File: config.mk
export PLATFORM = sky130hd
export DESIGN_NAME = sia_mul_unit
export DESIGN_NICKNAME = d
export VERILOG_FILES = /design/src/design/sia_mul_unit.sv
export SDC_FILE = /design/constraint.sdc
export NUM_CORES = 2
export LEC_CHECK = 0
export ABC_AREA = 1
export BUFFER_PORTS_ARGS = -buffer_cell sky130_fd_sc_hd__buf_4
export CELL_PAD_IN_SITES_DETAIL_PLACEMENT = 1
export CELL_PAD_IN_SITES_GLOBAL_PLACEMENT = 2
export CORE_MARGIN = 4
export CORE_UTILIZATION = 35
export CTS_BUF_LIST = sky130_fd_sc_hd__clkbuf_16
export CTS_CLUSTER_DIAMETER = 80
export DETAILED_ROUTE_END_ITERATION = 10
export PLACE_DENSITY = 0.83
export SLEW_MARGIN = 20
export SYNTH_ARGS = -nofsm -noshare
export SYNTH_HDL_FRONTEND = slang
export SYNTH_SLANG_ARGS = --single-unit
File: constraint.sdc
create_clock -name clk -period 7.3 [get_ports clk]
set_input_delay 1.095 -clock clk [delete_from_list [all_inputs] [get_ports clk]]
set_output_delay 1.095 -clock clk [all_outputs]
set_load 0.05 [all_outputs]
File: src/design/sia_mul_unit.sv
// ----------------------------------------------------------------------------
// sia_mul_unit
// Registered half-width unsigned multiplier, shared by multiply and power.
// ----------------------------------------------------------------------------
`default_nettype none

module sia_mul_unit #(
  parameter int HW = 32
) (
  input  wire logic            clk,
  input  wire logic [HW-1:0]   opa,
  input  wire logic [HW-1:0]   opb,
  output logic      [2*HW-1:0] prod
);

  logic [2*HW-1:0] prod_r;

  always_ff @(posedge clk) begin
    prod_r <= (2*HW)'(opa) * (2*HW)'(opb);
  end

  assign prod = prod_r;

endmodule

`default_nettype wire

* After elaboration in Yosys (flattened, before gate mapping)
Cells that the tools add are included.
Storage, ports and cells: word-level logic and storage cells 2, output and inout bits 64, bits of input ports 65, register bits after elaboration 64
Operators by class: $mul 1
Operators by type and width (number):
- $mul A32 B32 Y64 | 1

* Depth between registers and ports, before layout
word-level depth 1, depth in mapped cells 30, depth with buffers taken out 29

* Least setup slack after synthesis
OpenSTA, ideal clock, no wires.
kind input port to flip-flop, from in opa[25], to reg prod_r[60] (netlist: prod[60]), stages on the path 26, required time 7188 ps, arrival time 6797 ps, setup slack 391 ps, library setup time 112 ps, path buffers 1, path through clkbuf_1 -> nand2_1 -> fa_1 -> inv_1 -> fa_1 -> inv_1 -> fa_1 -> inv_1 -> fa_1 -> fa_1 -> fa_1 -> fa_1 -> inv_1 -> fa_1 -> inv_1 -> ha_1 -> nand2_1 -> nand2_1 -> a21oi_1 -> nand2_1 -> nand2_1 -> nand2_1 -> a21oi_1 -> nand2_1 -> nand2_1 -> nand2_1
On the way: cells in the longest elaborated chain, start to end 1
RTL lines:
- start, declared | line 11 | input wire logic [HW-1:0] opa,
- $mul A32 B32 Y64 | line 19 | prod_r <= (2*HW)'(opa) * (2*HW)'(opb);
- end signal, assigned | line 19
- end, declared | line 16 | logic [2*HW-1:0] prod_r;
No other way between the ends.

* Worst setup path after layout
from in opb[8], to reg prod_r[63] (netlist: prod[63])
On the way: cells in the longest elaborated chain, start to end 1
RTL lines:
- start, declared | line 12 | input wire logic [HW-1:0] opb,
- $mul A32 B32 Y64 | line 19
No other way between the ends.

==> qor.csv <==
stage,metric,value,unit
status,status,completed,
route,Top Metal Used,met4,
worst_setup_path,worst setup path start,opb[8],
hold_path,hold path start,opa[0],
timing,final hold violations,0,
worst_setup_path,Worst setup EP type,flip-flop,
synthesis,Synth Register Bits,64,
worst_setup_path,Worst EP arrival,7.36,ns
final_layout,ANT cells,0,
floorplan,boundary pin count,129,
floorplan,Die ar.,112000,um^2
route,Routed WL,123000,um
cts,TritonCTS clock tree,done,
cts,Clock Sinks,64,
cts,H-tree levels,3,
synthesis,Mapped Avg Cell Area,7.45,um^2
flow_run,Max Cap Violations,0,
timing,# setup viols final,0,
global_routing,GRT Overall Usage,0.224,
worst_setup_path,Crit Path Max Fanout,9,
cts,Clock transition at path regs,0.06,ns
final_layout,Syn-to-layout area delta,15.5,%
global_routing,largest net degree at the start of global routing,25,
synthesis,synth warn,0,
worst_setup_path,Setup Crit Path Kind,input port to flip-flop,
floorplan,Initial Util,0.354,
worst_setup_path,startpoint types,input port,
cts,Bufs on Longest Clock Path,2,
synthesis,Mapped Cells,5023,
synthesis,Post-synth ARST share,0,
synthesis,sequential share of the synthesized area,0.0343,
route,met3 wire len,4370,um
timing,relative slew slack,0.740,
synthesis,Mapped Nets,6247,
hold_path,WHS Endpoint,prod[0],
final_layout,fraction of layout cells with a size suffix above 1,0.125,
timing,"Period Utilization, post-route",0.975,
global_routing,vias in the first global route,35000,
timing,crit path time final,7.12,ns
route,Via Count,30600,
global_routing,first-pass GRT wire length,197000,um
route,DR DRC count,0,
synthesis,Post-synth EDFFs,0,
timing,fmax,0.140,GHz
placed_design,PortBufs,128,
route,Post-Route M1 WL,55100,um
route,First-pass DRT Iterations,5,
cts,CTS root buffer,clkbuf_16,
final_layout,number of flip-flops under the largest register name,64,
floorplan,Die W,335,um
floorplan,die height,335,um
final_layout,Layout Nets,6531,
route,Routed Antenna Nets,0,
global_routing,gr ovfl total,0,
route,DR WL/cell,18.3,um
route,met2 WL,61900,um
timing,max-slew violations,0,
timing,measured slew at the worst slew-check pin,0.386,ns
placed_design,GPL Wtd Cong,0.886,
hold_path,worst hold path type,input port to flip-flop,
route,Initial DRC Count,1336,
cts,Num CTS Buffers,9,
route,Via density,4.57,
placed_design,post-DP HPWL,111000,um
floorplan,row count,119,
hold_path,hold path cells,4,
final_layout,final core utilization,0.409,
cts,post-cts hold buffer count,0,
floorplan,core area,106000,um^2
synthesis,Post-Syn Area,37400,um^2
synthesis,top_reg_cell synth,dfxtp_1,
synthesis,Netlist cell types,23,
worst_setup_path,WP data required,7.54,ns
global_routing,initial antenna violation count,1,
[layout by cell type (no fill, tap or decap), types with 13 or more instances in the layout]
master and n:
ha_1 243, buf_4 405, nor2_1 59, nand3_1 54, fa_2 28, nor2_4 16, inv_1 1723, nand4_1 16
dfxtp_1 64, a21oi_2 13, nand2_1 1538, buf_12 23, nor2_2 26, nand2_2 40, fa_1 868, buf_6 34
a21oi_1 29, xor2_1 32
[how the worst max path moves through the flow]
| stage | slack, ns | to |
|---|---|---|
| 6_report | 0.18 | prod[63] |
| 5_1_grt | -0.05 | prod[55] |
| 4_1_cts | 0.003 | prod[63] |
| 3_5_place_dp | -0.49 | prod[63] |
| 3_3_place_gp | -0.42 | prod[63] |
| 2_1_floorplan | 0.39 | prod[60] |
[cell usage after synthesis (11+ instances only)]
cell type  number  share of area
a21oi_1        43         0.0058
nor3_1         11         0.0015
nand2_2        15         0.0025
nor2_1         81         0.0081
nand4_1        16         0.0027
o21bai_1       11         0.0022
ha_1          263          0.088
inv_1        1723           0.17
nor2_2         14         0.0023
clkbuf_1      192          0.019
dfxtp_1        64          0.034
inv_2          12         0.0012
fa_1          896           0.48
nand3_1        56         0.0075
nand2_1      1566           0.16
xor2_1         33         0.0077
[per-stage QoR]
stage	hold WS, ns	setup WS, ns	setup TNS, ns	cells	area [um^2]
2_1_floorplan	1.19	0.391	0	5023	37400
3_3_place_gp	1.55	-0.417	-8.99	6684	42200
3_5_place_dp	1.55	-0.486	-11.84	6684	42200
4_1_cts	1.25	0.00339	0	6700	42500
5_1_grt	1.27	-0.0455	-0.125	6703	43200
6_report	1.27	0.182	0	6703	43200
[metal layers]
layer	global-route usage	vias to the layer above
met3	0.0161	81
li1	-	14200
met5	0	-
met4	0.0200	0
met1	0.308	15900
met2	0.403	461
[cell families (layout without fill, tap and decap cells)]
logic type                 after synthesis  count (layout)  synth area share
AOI/OAI and AO/OA                       57              57           0.00853
buffers and inverters                 1927            2216             0.193
xor gates and xnor gates                35              35           0.00820
DFF                                     64              64            0.0343
adders and majority gates             1159            1159             0.568
and+or+nand+nor                       1781            1781             0.188
[cell type report]
| class | instances | area, um^2 |
|---|---|---|
| flip-flops and latches | 64 | 1280 |
| clock buffers | 9 | 225 |
| inverters | 1735 | 6510 |
| clock inverters | 7 | 95.1 |
| fillers | 13200 | 62500 |
| repair buffers | 465 | 3930 |
| multi-input cells | 3032 | 29400 |
| well taps | 1391 | 1740 |
[critical path, cell delays in order]
cell and delay (ns):
buf_6 0.17, buf_4 0.17, nand2_1 0.08, fa_1 0.51, fa_1 0.59, fa_1 0.47, fa_1 0.52, inv_1 0.05
fa_1 0.48, fa_1 0.60, fa_2 0.49, fa_2 0.65, ha_4 0.22, buf_4 0.15, nand2_2 0.12, inv_1 0.05
nand2_1 0.06, nand2_1 0.09, inv_1 0.08, nand2_2 0.10, a21oi_2 0.13, nand2_2 0.14, nand2_2 0.13, nand2_1 0.06
nand2_1 0.06, nand2_1 0.06
[timing repair]
action,CTS,global route
setup buffers,0,3
endpoints found under the setup margin,7,40
gates resized for setup,6,171
hold endpoints to repair,0,0
pin swaps,0,43
cloned,0,0
Power is left out: the tool's default activity adds up to more than one toggle a clock period on the data nets, which glitch-free logic cannot reach.
