--- src/design/sia_pkg.sv ---
// ----------------------------------------------------------------------------
// sia_pkg
// Shared types and codes for the signed integer alu: operation and error
// codes, sequencer states, multiply targets and divider status.
// ----------------------------------------------------------------------------
`default_nettype none

package sia_pkg;

  typedef enum logic [3:0] {
    OP_ADD = 4'd0,
    OP_SUB = 4'd1,
    OP_MUL = 4'd2,
    OP_DIV = 4'd3,
    OP_POW = 4'd4,
    OP_NEG = 4'd5,
    OP_POS = 4'd6,
    OP_MOD = 4'd7,
    OP_AND = 4'd8,
    OP_OR  = 4'd9,
    OP_XOR = 4'd10,
    OP_NOT = 4'd11,
    OP_SHL = 4'd12,
    OP_SHR = 4'd13
  } op_t;

  typedef enum logic [1:0] {
    ERR_OK      = 2'd0,
    ERR_DIV0    = 2'd1,
    ERR_INVALID = 2'd2
  } err_t;

  typedef enum logic [3:0] {
    S_IDLE,
    S_EXEC,
    S_MLL,
    S_MLH,
    S_MHL,
    S_MACC,
    S_PCHK,
    S_DIV,
    S_FINISH
  } state_t;

  typedef enum logic [1:0] {
    MT_PROD,
    MT_ACC,
    MT_BASE
  } mtgt_t;

  typedef struct packed {
    logic busy;
    logic done;
  } div_stat_t;

endpackage

`default_nettype wire

--- src/design/sia_div_unit.sv ---
// ----------------------------------------------------------------------------
// sia_div_unit
// Restoring unsigned divider, one quotient bit per cycle.
// ----------------------------------------------------------------------------
`default_nettype none

module sia_div_unit #(
  parameter int DATA_WIDTH = 64
) (
  input  wire logic                  clk,
  input  wire logic                  rst_n,
  input  wire logic                  start,
  input  wire logic [DATA_WIDTH-1:0] dividend,
  input  wire logic [DATA_WIDTH-1:0] divisor,
  output logic      [DATA_WIDTH-1:0] quotient,
  output logic      [DATA_WIDTH-1:0] remainder,
  output sia_pkg::div_stat_t         stat
);

  localparam int CW = $clog2(DATA_WIDTH + 1);

  logic                  busy_r, busy_nxt;
  logic                  done_r, done_nxt;
  logic [CW-1:0]         cnt_r, cnt_nxt;
  logic [DATA_WIDTH-1:0] rem_r, rem_nxt;
  logic [DATA_WIDTH-1:0] quo_r, quo_nxt;
  logic [DATA_WIDTH-1:0] dvs_r, dvs_nxt;
  logic [DATA_WIDTH:0]   rem_sh;
  logic [DATA_WIDTH:0]   diff;

  assign rem_sh = {rem_r, quo_r[DATA_WIDTH-1]};
  assign diff   = rem_sh - {1'b0, dvs_r};

  always_comb begin
    busy_nxt = busy_r;
    done_nxt = 1'b0;
    cnt_nxt  = cnt_r;
    rem_nxt  = rem_r;
    quo_nxt  = quo_r;
    dvs_nxt  = dvs_r;
    if (start) begin
      busy_nxt = 1'b1;
      cnt_nxt  = (CW)'(DATA_WIDTH);
      rem_nxt  = '0;
      quo_nxt  = dividend;
      dvs_nxt  = divisor;
    end else if (busy_r) begin
      if (!diff[DATA_WIDTH]) begin
        rem_nxt = diff[DATA_WIDTH-1:0];
        quo_nxt = {quo_r[DATA_WIDTH-2:0], 1'b1};
      end else begin
        rem_nxt = rem_sh[DATA_WIDTH-1:0];
        quo_nxt = {quo_r[DATA_WIDTH-2:0], 1'b0};
      end
      cnt_nxt = cnt_r - (CW)'(1);
      if (cnt_r == (CW)'(1)) begin
        busy_nxt = 1'b0;
        done_nxt = 1'b1;
      end
    end
  end

  always_ff @(posedge clk) begin
    if (!rst_n) begin
      busy_r <= 1'b0;
      done_r <= 1'b0;
    end else begin
      busy_r <= busy_nxt;
      done_r <= done_nxt;
    end
    cnt_r <= cnt_nxt;
    rem_r <= rem_nxt;
    quo_r <= quo_nxt;
    dvs_r <= dvs_nxt;
  end

  assign quotient  = quo_r;
  assign remainder = rem_r;
  assign stat      = '{busy: busy_r, done: done_r};

endmodule

`default_nettype wire

--- config.mk ---
export PLATFORM = sky130hd
export DESIGN_NAME = sia_div_unit
export DESIGN_NICKNAME = d
export VERILOG_FILES = /design/src/design/sia_pkg.sv /design/src/design/sia_div_unit.sv
export SDC_FILE = /design/constraint.sdc
export NUM_CORES = 1
export LEC_CHECK = 0
export BUFFER_PORTS_ARGS = -buffer_cell sky130_fd_sc_hd__buf_2
export CORE_AREA = 4 4 224 226
export DETAILED_ROUTE_END_ITERATION = 12
export DIE_AREA = 0 0 228 230
export GPL_ROUTABILITY_DRIVEN = 0
export MAX_ROUTING_LAYER = met4
export SETUP_SLACK_MARGIN = 0.3
export SYNTH_ARGS = -nofsm -noshare
export SYNTH_HDL_FRONTEND = slang
export SYNTH_SLANG_ARGS = --single-unit
--- constraint.sdc ---
create_clock -name clk -period 5.15 [get_ports clk]
set_input_delay 0.2575 -clock clk [delete_from_list [all_inputs] [get_ports clk]]
set_output_delay 0.2575 -clock clk [all_outputs]
set_load 0.005 [all_outputs]
## Word level (Yosys, flattened, before mapping)

Cells that the tools add are included.

- Register bits: 201
- Bits of input ports: 131
- Word-level logic and storage cells: 21

- Add/sub/neg operators: 2
- Equal/unequal tests: 1
- Multiplexer cells: 8
- Bitwise gates (word level): 2
- Reduce and logical (&&, ||, !) cells: 2

Operators by type and width:

| operator | count |
|---|---|
| 64-bit 2-to-1 mux | 3 |
| 65-bit by 64-bit subtractor with 65-bit output | 1 |
| 7-bit by 1-bit == test with 1-bit output (second input constant) | 1 |
| 7-bit by 1-bit subtractor with 7-bit output (second input constant) | 1 |
| 1-bit 2-to-1 mux | 5 |
| 3-bit OR reduction | 1 |
| 1-bit inverter | 2 |
| 2-bit nonzero test | 1 |

## Longest topological paths before layout

Gate-level depths: netlist (run 1).

- Depth after elaboration: 4
- Depth in mapped cells: 15
- Depth with buffers taken out: 13

## Least setup slack after synthesis (run 1)

OpenSTA, ideal clock, no wires.

- Path kind: reg2reg
- Start: register quo_r[63], in the netlist quotient[63]
- End: register rem_r[54], in the netlist remainder[54]
- Setup time: 0.117 ns
- Data arrival time: 2.840 ns
- Setup slack: 2.194 ns
- Stages on the path, launching flop included: 14
- Period minus slack after synthesis: 2.956 ns
- Path through: edfxtp_1 > inv_1 > ha_1 > fa_1 > nor2b_4 > o2111a_2 > nor3_1 > o41ai_2 > o2111ai_1 > o21ai_1 > a21boi_0 > xor2_1 > a21oi_1 > a22o_1

- Cells in the longest elaborated chain, start to end: 2

Ends and longest elaborated chain:

| element | RTL line | text |
|---|---|---|
| start: declaration | sia_div_unit.sv:26 | `logic [DATA_WIDTH-1:0] quo_r, quo_nxt;` |
| start signal: assignment | sia_div_unit.sv:73 | `quo_r <= quo_nxt;` |
| 65-bit by 64-bit subtractor with 65-bit output | sia_div_unit.sv:32 | `assign diff = rem_sh - {1'b0, dvs_r};` |
| 64-bit 2-to-1 mux | sia_div_unit.sv:48 | `if (!diff[DATA_WIDTH]) begin` |
| end signal: assignment | sia_div_unit.sv:72 | `rem_r <= rem_nxt;` |
| end: declaration | sia_div_unit.sv:25 | `logic [DATA_WIDTH-1:0] rem_r, rem_nxt;` |

Every way passes these cells.
A chain may end at the register's enable or synchronous reset.

## Final worst setup path (run 1)

- Start: register quo_r[63], in the netlist quotient[63]
- End: register rem_r[63], in the netlist remainder[63]

Same word-level chain as after synthesis.

==> summary.txt, run 1 <==
result of the run: finished clean
Die Width: 228 um
number of global-route vias before repair: 10714
layout cell share with drive strength beyond 1: 24.6%
synthesis-stage register bit count: 201
pins over their slew limit: 0
hpwl dp: 29400 um
clock transition at the registers of the reported paths: 60 ps
Worst-Skew Late Latency: 560 ps
H-tree Lvls: 1
GR Overflow Total: 0
Critical Path Start: quotient[63]
number of DRC markers in iteration 0: 691
Clock Skew: 27.2 ps
setup violators final: 0
async set-reset flop share out of synthesis: 0%
CP max FO: 24
CP Capture Type: flop
Hold Violations, Final: 0
Syn Inst Count: 1216
fmax: 261 MHz
Max-slew headroom: 27.0%
max-cap violation count: 0
Setup TNS: 0 ps
initial antenna violation count: 1
Setup crit start kind: flop
pin count of the biggest net entering global routing: 129
die span in y: 230 um
worst slew pin tran: 1090 ps
area grow syn2layout: 33.7%
per-cell routed wire length: 17.8 um
DR vias/cell: 4.80
top-count cell post-synth: edfxtp_1
Worst Hold Launch: dividend[47]
Synthesized Nets: 1414
Yosys top cell by area: edfxtp_1
P per Cell Area: 317 nW/um^2
total of warnings raised by yosys: 0
CTS root buf: clkbuf_16
Synth area leaders: edfxtp_1 (32%), dfxtp_1 (12%), ha_1 (6.9%)
setup bufs post-CTS: 0
number of inserted diodes: 0
number of remaining DRC errors: 0
Starting Density: 24.8%
Core Box Area: 48300 um^2
global-route wire length before repair: 60800 um
synth unique cells: 67
reg2reg start: quotient[63]
Commonest cells post-synth: edfxtp_1 (128), nor2_1 (108), inv_1 (99), a21oi_1 (93), nand2_1 (88)
Synth Area per Inst: 9.85 um^2
CP Class: reg2reg
reg2reg path depth: 13
number of top-level pins: 261
via count: 10651
synthesized area: 12000 um^2
worst hold path cell count: 2
row cnt: 81
sequential share of the synthesized area: 44.3%
IO buf count: 260
Peak VDD IR: 0.000216 V
Tot GR Track Use: 14.8%
post-route minimum period: 3830 ps
aggregate routed wire length: 39600 um
Detailed Routing Iterations Pass 1: 6
CTS tree: done
fin crit share: 74.4%
LEAKAGE: 6.72 nW
CP required: 5660 ps
final hold slack: 32.8 ps
ys flop type: edfxtp_1
RSZ-0062 raised after global routing: false
die area: 52400 um^2
arrival time worst endpoint: 4340 ps
share of the synthesized area in the top cell type: 32.1%
clock buffer depth: 3
nets@finish: 1773
HP Class: in2reg
post-route ant nets: 0
EDFF count, synth: 128
clk sinks: 201
final core utilization: 33.1%
CTS Buf Count: 26
## repair_timing
action / CTS / global route
resized for setup: 0 / 0
hold buffers: 123 / 0
endpoints found under the hold margin: 124 / 0
setup endpoints to repair: 0 / 0
## critical path, cell delays in order, from the launching register on
cell      delay (ps)
edfxtp_1         420
inv_1             90
ha_1             180
fa_1             270
nor2b_4           60
o2111a_2         280
nor4b_4          330
o221ai_1         220
nand4_1          150
nand3_1          170
xor2_4           700
nand2_1          390
nor4_1           370
a221o_1          140
## through the flow
step	area, um^2	setup WS [ps]	power [mW]	cells
6_report	16000	1320	5.07	2217
3_3_place_gp	13900	1480	3.09	2046
3_5_place_dp	13900	1360	3.10	2046
4_1_cts	16000	1310	5.14	2217
5_1_grt	16000	1090	5.33	2217
2_1_floorplan	12000	2190	2.71	1216
## registers in the layout, indices dropped and copies added, names as in the netlist
name and flops:
remainder 64, done_r 1, dvs_r 64, quotient 64, cnt_r 7, busy_r 1
## per-layer routing
metal | wire length (um) | vias to the layer above | part of all wire (%) | GRT usage (%)
li1 | - | 5152 | - | -
met1 | 17300 | 5030 | 44 | 19.0
met2 | 18100 | 413 | 46 | 23.5
met3 | 3170 | 56 | 8.0 | 3.79
met4 | 985 | 0 | 2.5 | 3.77
met5 | 0 | - | 0 | -
## cell families after synthesis
| group | synth area share, % |
|---|---|
| compound gates | 17.1 |
| xor+xnor | 4.53 |
| fa+ha+maj | 7.06 |
| buf+inv | 5.40 |
| flops | 44.3 |
| mux | 9.86 |
| simple gates | 11.7 |
## where the power goes
part | internal [mW] | switching [mW] | total, mW
Combinational | 0.519 | 0.658 | 1.18
Clock | 1.18 | 0.739 | 1.92
Sequential | 1.88 | 0.103 | 1.98
Total | 3.57 | 1.50 | 5.07
## cells in the final DEF (no fill, tap or decap), types with 17 or more instances in the layout
cell type / n
a211oi_1: 47
a21oi_1: 93
buf_2: 259
clkbuf_16: 26
dfxtp_1: 72
dlygate4sd3_1: 123
edfxtp_1: 128
ha_1: 66
inv_1: 98
mux2_2: 64
mux2i_1: 46
nand2_1: 88
nand4_1: 29
nor2_1: 108
o21ai_0: 60
o21bai_1: 17
xnor2_1: 41
xor2_1: 20
## final timing paths
| check | endpoint | slack (ps) |
|---|---|---|
| max | remainder[63] | 1320 |
| min | quotient[47] | 30 |
| max reg2reg | remainder[63] | 1320 |
| min reg2reg | cnt_r[1] | 500 |
## area by class of cell
class | count | area [um^2]
Clock buffer | 33 | 677
Clock inverter | 15 | 213
Fill cell | 4887 | 32300
Inverter | 99 | 372
Multi-Input combinational cell | 856 | 6040
Sequential cell | 201 | 5310
Tap cell | 622 | 778
Timing Repair Buffer | 391 | 2620
Power figures use the tool's default switching activity.
==> run 2: changes to the inputs <==
Clock period 5.15 ns to 3.8 ns, I/O delays scaled along.
==> run 2 against run 1 <==
  * Non-clock buffer count increased by 16
  * Sequential cell count unchanged
  * Critical path depth up 1
  * Count of clock-buffer cells in the layout increased by 4
  * Largest power group unchanged
==> summary.txt, run 2 (same netlist as run 1, synthesis figures left out) <==
Starting Density: 24.8% (unchanged)
per-cell routed wire length: 18.2 um (+1.8%)
die span in y: 230 um (unchanged)
area grow syn2layout: 35.5%
max-cap violation count: 0 (unchanged)
H-tree Lvls: 1 (unchanged)
Max-slew headroom: 34.0% (+7.0 points)
post-placement setup slack: 396 ps (-967 ps)
clock buffer depth: 3 (unchanged)
# placed instances: 2051 (+0.24%)
aggregate routed wire length: 40600 um (+2.5%)
Detailed Routing Iterations Pass 1: 5 (-1)
number of top-level pins: 261 (unchanged)
Max stage delay cell, worst path: edfxtp_1
setup violators final: 0 (unchanged)
RSZ-0062 raised after global routing: true
number of remaining DRC errors: 0 (unchanged)
Peak VDD IR: 0.000322 V (+49%)
Die Width: 228 um (unchanged)
clk sinks: 201 (unchanged)
nets@finish: 1789 (+0.90%)
Clock Skew: 34.3 ps (+7.10 ps)
fmax: 302 MHz (+16%)
hpwl dp: 29900 um (+1.8%)
fin crit share: 87.0% (+13 points)
worst slew pin tran: 990 ps (-103 ps)
CP required: 4260 ps (-1400 ps)
LEAKAGE: 6.81 nW (+1.4%)
Worst Path Buf+Inv: 2 (+1)
CP Class: reg2reg
GR Overflow Total: 0 (unchanged)
Largest delay share family, worst path: compound AO/OA/AOI/OAI gates
Hold Violations, Final: 0 (unchanged)
CP max FO: 3 (-88%)
commonest non-fill, non-tap cell in the layout: buf_2
CTS tree: done
Layout Cells excl Fill: 2234 (+0.77%)
global-route wire length before repair: 62700 um (+3.1%)
initial antenna violation count: 1 (unchanged)
Tot GR Track Use: 15.2% (+0.39 points)
P per Cell Area: 423 nW/um^2 (+34%)
Setup TNS: 0 ps (unchanged)
CTS root buf: clkbuf_16
HP Class: in2reg
row cnt: 81 (unchanged)
via count: 10704 (+0.50%)
DR vias/cell: 4.79 (-0.27%)
Worst-Skew Late Latency: 570 ps (about the same)
layout cell share with drive strength beyond 1: 25.3% (+0.62 points)
Core Box Area: 48300 um^2 (unchanged)
pins over their slew limit: 0 (unchanged)
slowest cell delay on critical path: 410 ps (-290 ps)
pin count of the biggest net entering global routing: 95 (-26%)
CTS Buf Count: 26 (unchanged)
Final Worst Setup Slack: 492 ps (-828 ps)
number of global-route vias before repair: 10879 (+1.5%)
number of DRC markers in iteration 0: 646 (-6.5%)
most frequent cells in the layout: buf_2 (259), dlygate4sd3_1 (130), edfxtp_1 (128)
CP Capture Type: flop
arrival time worst endpoint: 3760 ps (-580 ps)
die area: 52400 um^2 (unchanged)
result of the run: finished clean
CP cell instances: inv_1 -> ha_1 -> fa_2 -> nor2b_4 -> o2111a_2 -> nor4b_4 -> buf_4 -> o221ai_2 -> a41o_1 -> a21o_1 -> a21oi_2 -> o31ai_2 -> and4_1 -> or3_1
clock transition at the registers of the reported paths: 60 ps (about the same)
post-route ant nets: 0 (unchanged)
IO buf count: 260 (unchanged)
post-route minimum period: 3310 ps (-522 ps)
Setup crit start kind: flop
==> run 2: cell types whose count changed in the layout (fill, tap and decap cells not counted), moves of 2 or more <==
| cell | delta |
|---|---|
| dlygate4sd3_1 | +7 |
| buf_4 | +5 |
| clkbuf_8 | +4 |
| clkinv_2 | -4 |
| bufinv_16 | -2 |
| clkbuf_16 | +2 |
| clkinv_1 | +2 |
==> run 2: worst paths after layout <==
check | to | cells after the start | slack, ps | from
max | remainder[60] | 14 | 490 | quotient[63]
min | dvs_r[5] | 2 | 330 | divisor[5]
max reg2reg | remainder[60] | 14 | 490 | quotient[63]
min reg2reg | cnt_r[1] | 2 | 490 | cnt_r[1]
==> run 2: area by class of cell <==
class | count | area, um^2
inverter | 99 | 372
sequential | 201 | 5310
multi-input combinational | 856 | 6080
clock inverter | 11 | 154
fill | 4897 | 32100
tap | 622 | 778
antenna | 1 | 2.50
timing repair buffer | 407 | 2810
clock buffer | 37 | 732
==> run 2: worst reg2reg max path, stage by stage (launching register included) <==
cell	delay, ps
edfxtp_1	410
inv_1	90
ha_1	190
fa_2	250
nor2b_4	50
o2111a_2	270
nor4b_4	260
buf_4	170
o221ai_2	130
a41o_1	250
a21o_1	230
a21oi_2	200
o31ai_2	110
and4_1	220
or3_1	360
==> run 2: power breakdown <==
part	leakage (nW)	switching (mW)	total (mW)	internal (mW)
registers	1.87	0.133	2.67	2.54
clock network	0.428	1.01	2.56	1.55
logic	4.51	0.911	1.64	0.728
==> run 2: layer usage <==
layer,global-route usage [%],part of all wire (%),vias to the layer above
met5,-,0,-
met1,19.5,43,5060
li1,-,-,5180
met4,3.73,2.4,0
met2,24.3,46,402
met3,3.61,7.9,62
==> run 2: what timing repair did <==
item                                    CTS  global route
hold endpoints to repair                135             0
buffers inserted                          0             2
gates resized for setup                   0             9
endpoints found under the setup margin    0            56
hold buffers                            130             0
==> run 2: metrics by stage <==
| step | hold slack, ps | power, mW | util, % | area (um^2) |
|---|---|---|---|---|
| after CTS | 290 | 6.94 | 33.3 | 16100 |
| after floorplan | 289 | 3.68 | - | 12000 |
| after detailed placement | 368 | 4.21 | 28.8 | 13900 |
| after global routing | 317 | 7.24 | 33.6 | 16200 |
| final | 332 | 6.87 | 33.6 | 16200 |
| after global placement | 369 | 4.20 | 28.8 | 13900 |
==> run 3: changes to the inputs <==
Settings changed: CTS_BUF_LIST set to sky130_fd_sc_hd__clkbuf_4 sky130_fd_sc_hd__clkbuf_8.
==> run 3 against run 2 <==
  * Total power fell by 2.7%
  * Hold slack got worse by 24 ps
  * Combinational power barely moved
  * Fmax fell by 1.8%
  * Design area fell by 0.18%
  * Die area did not move
  * Core utilization fell by 0.059 points
  * Setup slack got worse by 61 ps
  * Clock skew fell by 0.56 ps
  * Register-to-register slack got worse by 60 ps
  * Non-clock buffer count did not move
  * Critical endpoint unchanged
  * Largest power group unchanged
  * Highest routed layer unchanged
==> summary.txt, run 3 (same netlist as run 1, synthesis figures left out) <==
result of the run: finished clean
clk sinks: 201 (unchanged)
number of global-route vias before repair: 11122 (+2.2%)
CP Class: reg2reg
Cell Area, Placed: 13900 um^2 (unchanged)
Layout Cells excl Fill: 2262 (+1.3%)
commonest non-fill, non-tap cell in the layout: buf_2
final core utilization: 33.5% (-0.059 points)
per-cell routed wire length: 18.2 um (+0.24%)
nets@finish: 1805 (+0.89%)
Setup TNS: 0 ps (unchanged)
Die Width: 228 um (unchanged)
IO buf count: 260 (unchanged)
most frequent cells in the layout: buf_2 (259), dlygate4sd3_1 (131), edfxtp_1 (128)
Max-slew headroom: 33.8% (-0.18 points)
initial antenna violation count: 1 (unchanged)
number of inserted diodes: 0 (-1)
# placed instances: 2051 (unchanged)
row cnt: 81 (unchanged)
hpwl dp: 29900 um (unchanged)
pins over their slew limit: 0 (unchanged)
CP required: 4290 ps (+30 ps)
max-cap violation count: 0 (unchanged)
post-route ant nets: 0 (unchanged)
die span in y: 230 um (unchanged)
via count: 10816 (+1.0%)
fin crit share: 88.6% (+1.6 points)
P per Cell Area: 413 nW/um^2 (-2.5%)
layout cell share with drive strength beyond 1: 26.9% (+1.6 points)
slowest cell delay on critical path: 400 ps (about the same)
Hold Violations, Final: 0 (unchanged)
number of top-level pins: 261 (unchanged)
post-route minimum period: 3370 ps (+60.5 ps)
Max stage delay cell, worst path: edfxtp_1
Worst Path Buf+Inv: 1 (-1)
Peak VDD IR: 0.000256 V (-20%)
CTS tree: done
area grow syn2layout: 35.3%
global-route wire length before repair: 63600 um (+1.5%)
Detailed Routing Iterations Pass 1: 5 (unchanged)
aggregate routed wire length: 41200 um (+1.5%)
LEAKAGE: 6.84 nW (+0.40%)
final instance area: 16200 um^2 (-0.18%)
CTS root buf: clkbuf_8
HP Class: in2reg
DR vias/cell: 4.78 (-0.20%)
setup violators final: 0 (unchanged)
Setup crit start kind: flop
clock transition at the registers of the reported paths: 60 ps (about the same)
die area: 52400 um^2 (unchanged)
Worst-Skew Late Latency: 610 ps (+40 ps)
H-tree Lvls: 2 (+1)
CTS Buf Count: 42 (+62%)
Core Box Area: 48300 um^2 (unchanged)
CP cell instances: inv_1 -> ha_1 -> fa_1 -> nor2b_4 -> o2111a_2 -> nor4b_4 -> o221ai_2 -> a41o_1 -> a21o_1 -> a21oi_2 -> o31ai_1 -> and4_1 -> or3_1
CP Capture Type: flop
FF-to-FF setup slack: 430 ps (-60 ps)
Tot GR Track Use: 15.6% (+0.41 points)
number of remaining DRC errors: 0 (unchanged)
Tot Pwr: 6.69 mW (-2.7%)
GR Overflow Total: 0 (unchanged)
fmax: 297 MHz (-1.8%)
CP max FO: 3 (unchanged)
clock buffer depth: 3 (unchanged)
arrival time worst endpoint: 3860 ps (+100 ps)
worst slew pin tran: 993 ps (+2.65 ps)
pin count of the biggest net entering global routing: 95 (unchanged)
Clock Skew: 33.8 ps (-0.558 ps)
RSZ-0062 raised after global routing: true
number of DRC markers in iteration 0: 634 (-1.9%)
Starting Density: 24.8% (unchanged)
Largest delay share family, worst path: compound AO/OA/AOI/OAI gates
==> run 3: cell count changes in the layout (fill, tap and decap cells not counted), moves of 2 or more <==
cell       previous run  this run
bufinv_16             3         0
clkbuf_1              7         0
clkbuf_16            28         2
clkbuf_4              0        19
clkbuf_8              4        47
clkinv_2              3         5
==> run 3: final cells by class <==
class	instances	area, um^2
clock buffers	66	790
flip-flops and latches	201	5310
fillers	4930	32100
inverters	99	372
clock inverters	11	75.1
repair buffers	407	2820
well taps	622	778
multi-input cells	856	6070
==> run 3: timing repair <==
action | 4_1_cts | 5_1_grt
buffers inserted | 0 | 1
hold endpoints to repair | 153 | 0
resized for setup | 0 | 6
endpoints found under the setup margin | 0 | 49
hold buffers | 131 | 0
==> run 3: report_power, final <==
| group | switching [mW] | internal [mW] |
|---|---|---|
| registers | 0.133 | 2.54 |
| clock network | 1.04 | 1.33 |
| logic | 0.912 | 0.727 |
==> run 3: worst register-to-register path: cells and delay by family (launching register included) <==
kind	cells	cell delay, ps
AOI/OAI and AO/OA	6	1350
adders and majority gates	2	430
buffers and inverters	1	90
and+or+nand+nor	4	1010
DFF	1	400
==> run 3: worst paths after layout <==
kind	from	to	cells past startpoint
hold reg to reg	cnt_r[1]	cnt_r[1]	2
setup reg to reg	quotient[63]	remainder[60]	13
setup / recovery	quotient[63]	remainder[60]	13
hold / removal	divisor[10]	dvs_r[10]	2
==> run 3: stage by stage <==
stage	worst slack, ps	hold slack [ps]
after floorplan	844	289
after global placement	421	369
after CTS	326	223
after detailed placement	396	368
final	432	308
after global routing	204	251
==> run 3: routing by layer <==
| layer | up-vias | wire length [um] | GRT usage [%] |
|---|---|---|---|
| met2 | 436 | 19100 | 24.5 |
| met1 | 5082 | 17500 | 19.3 |
| li1 | 5219 | - | - |
| met3 | 79 | 3360 | 4.30 |
| met5 | - | 0 | - |
| met4 | 0 | 1270 | 5.55 |
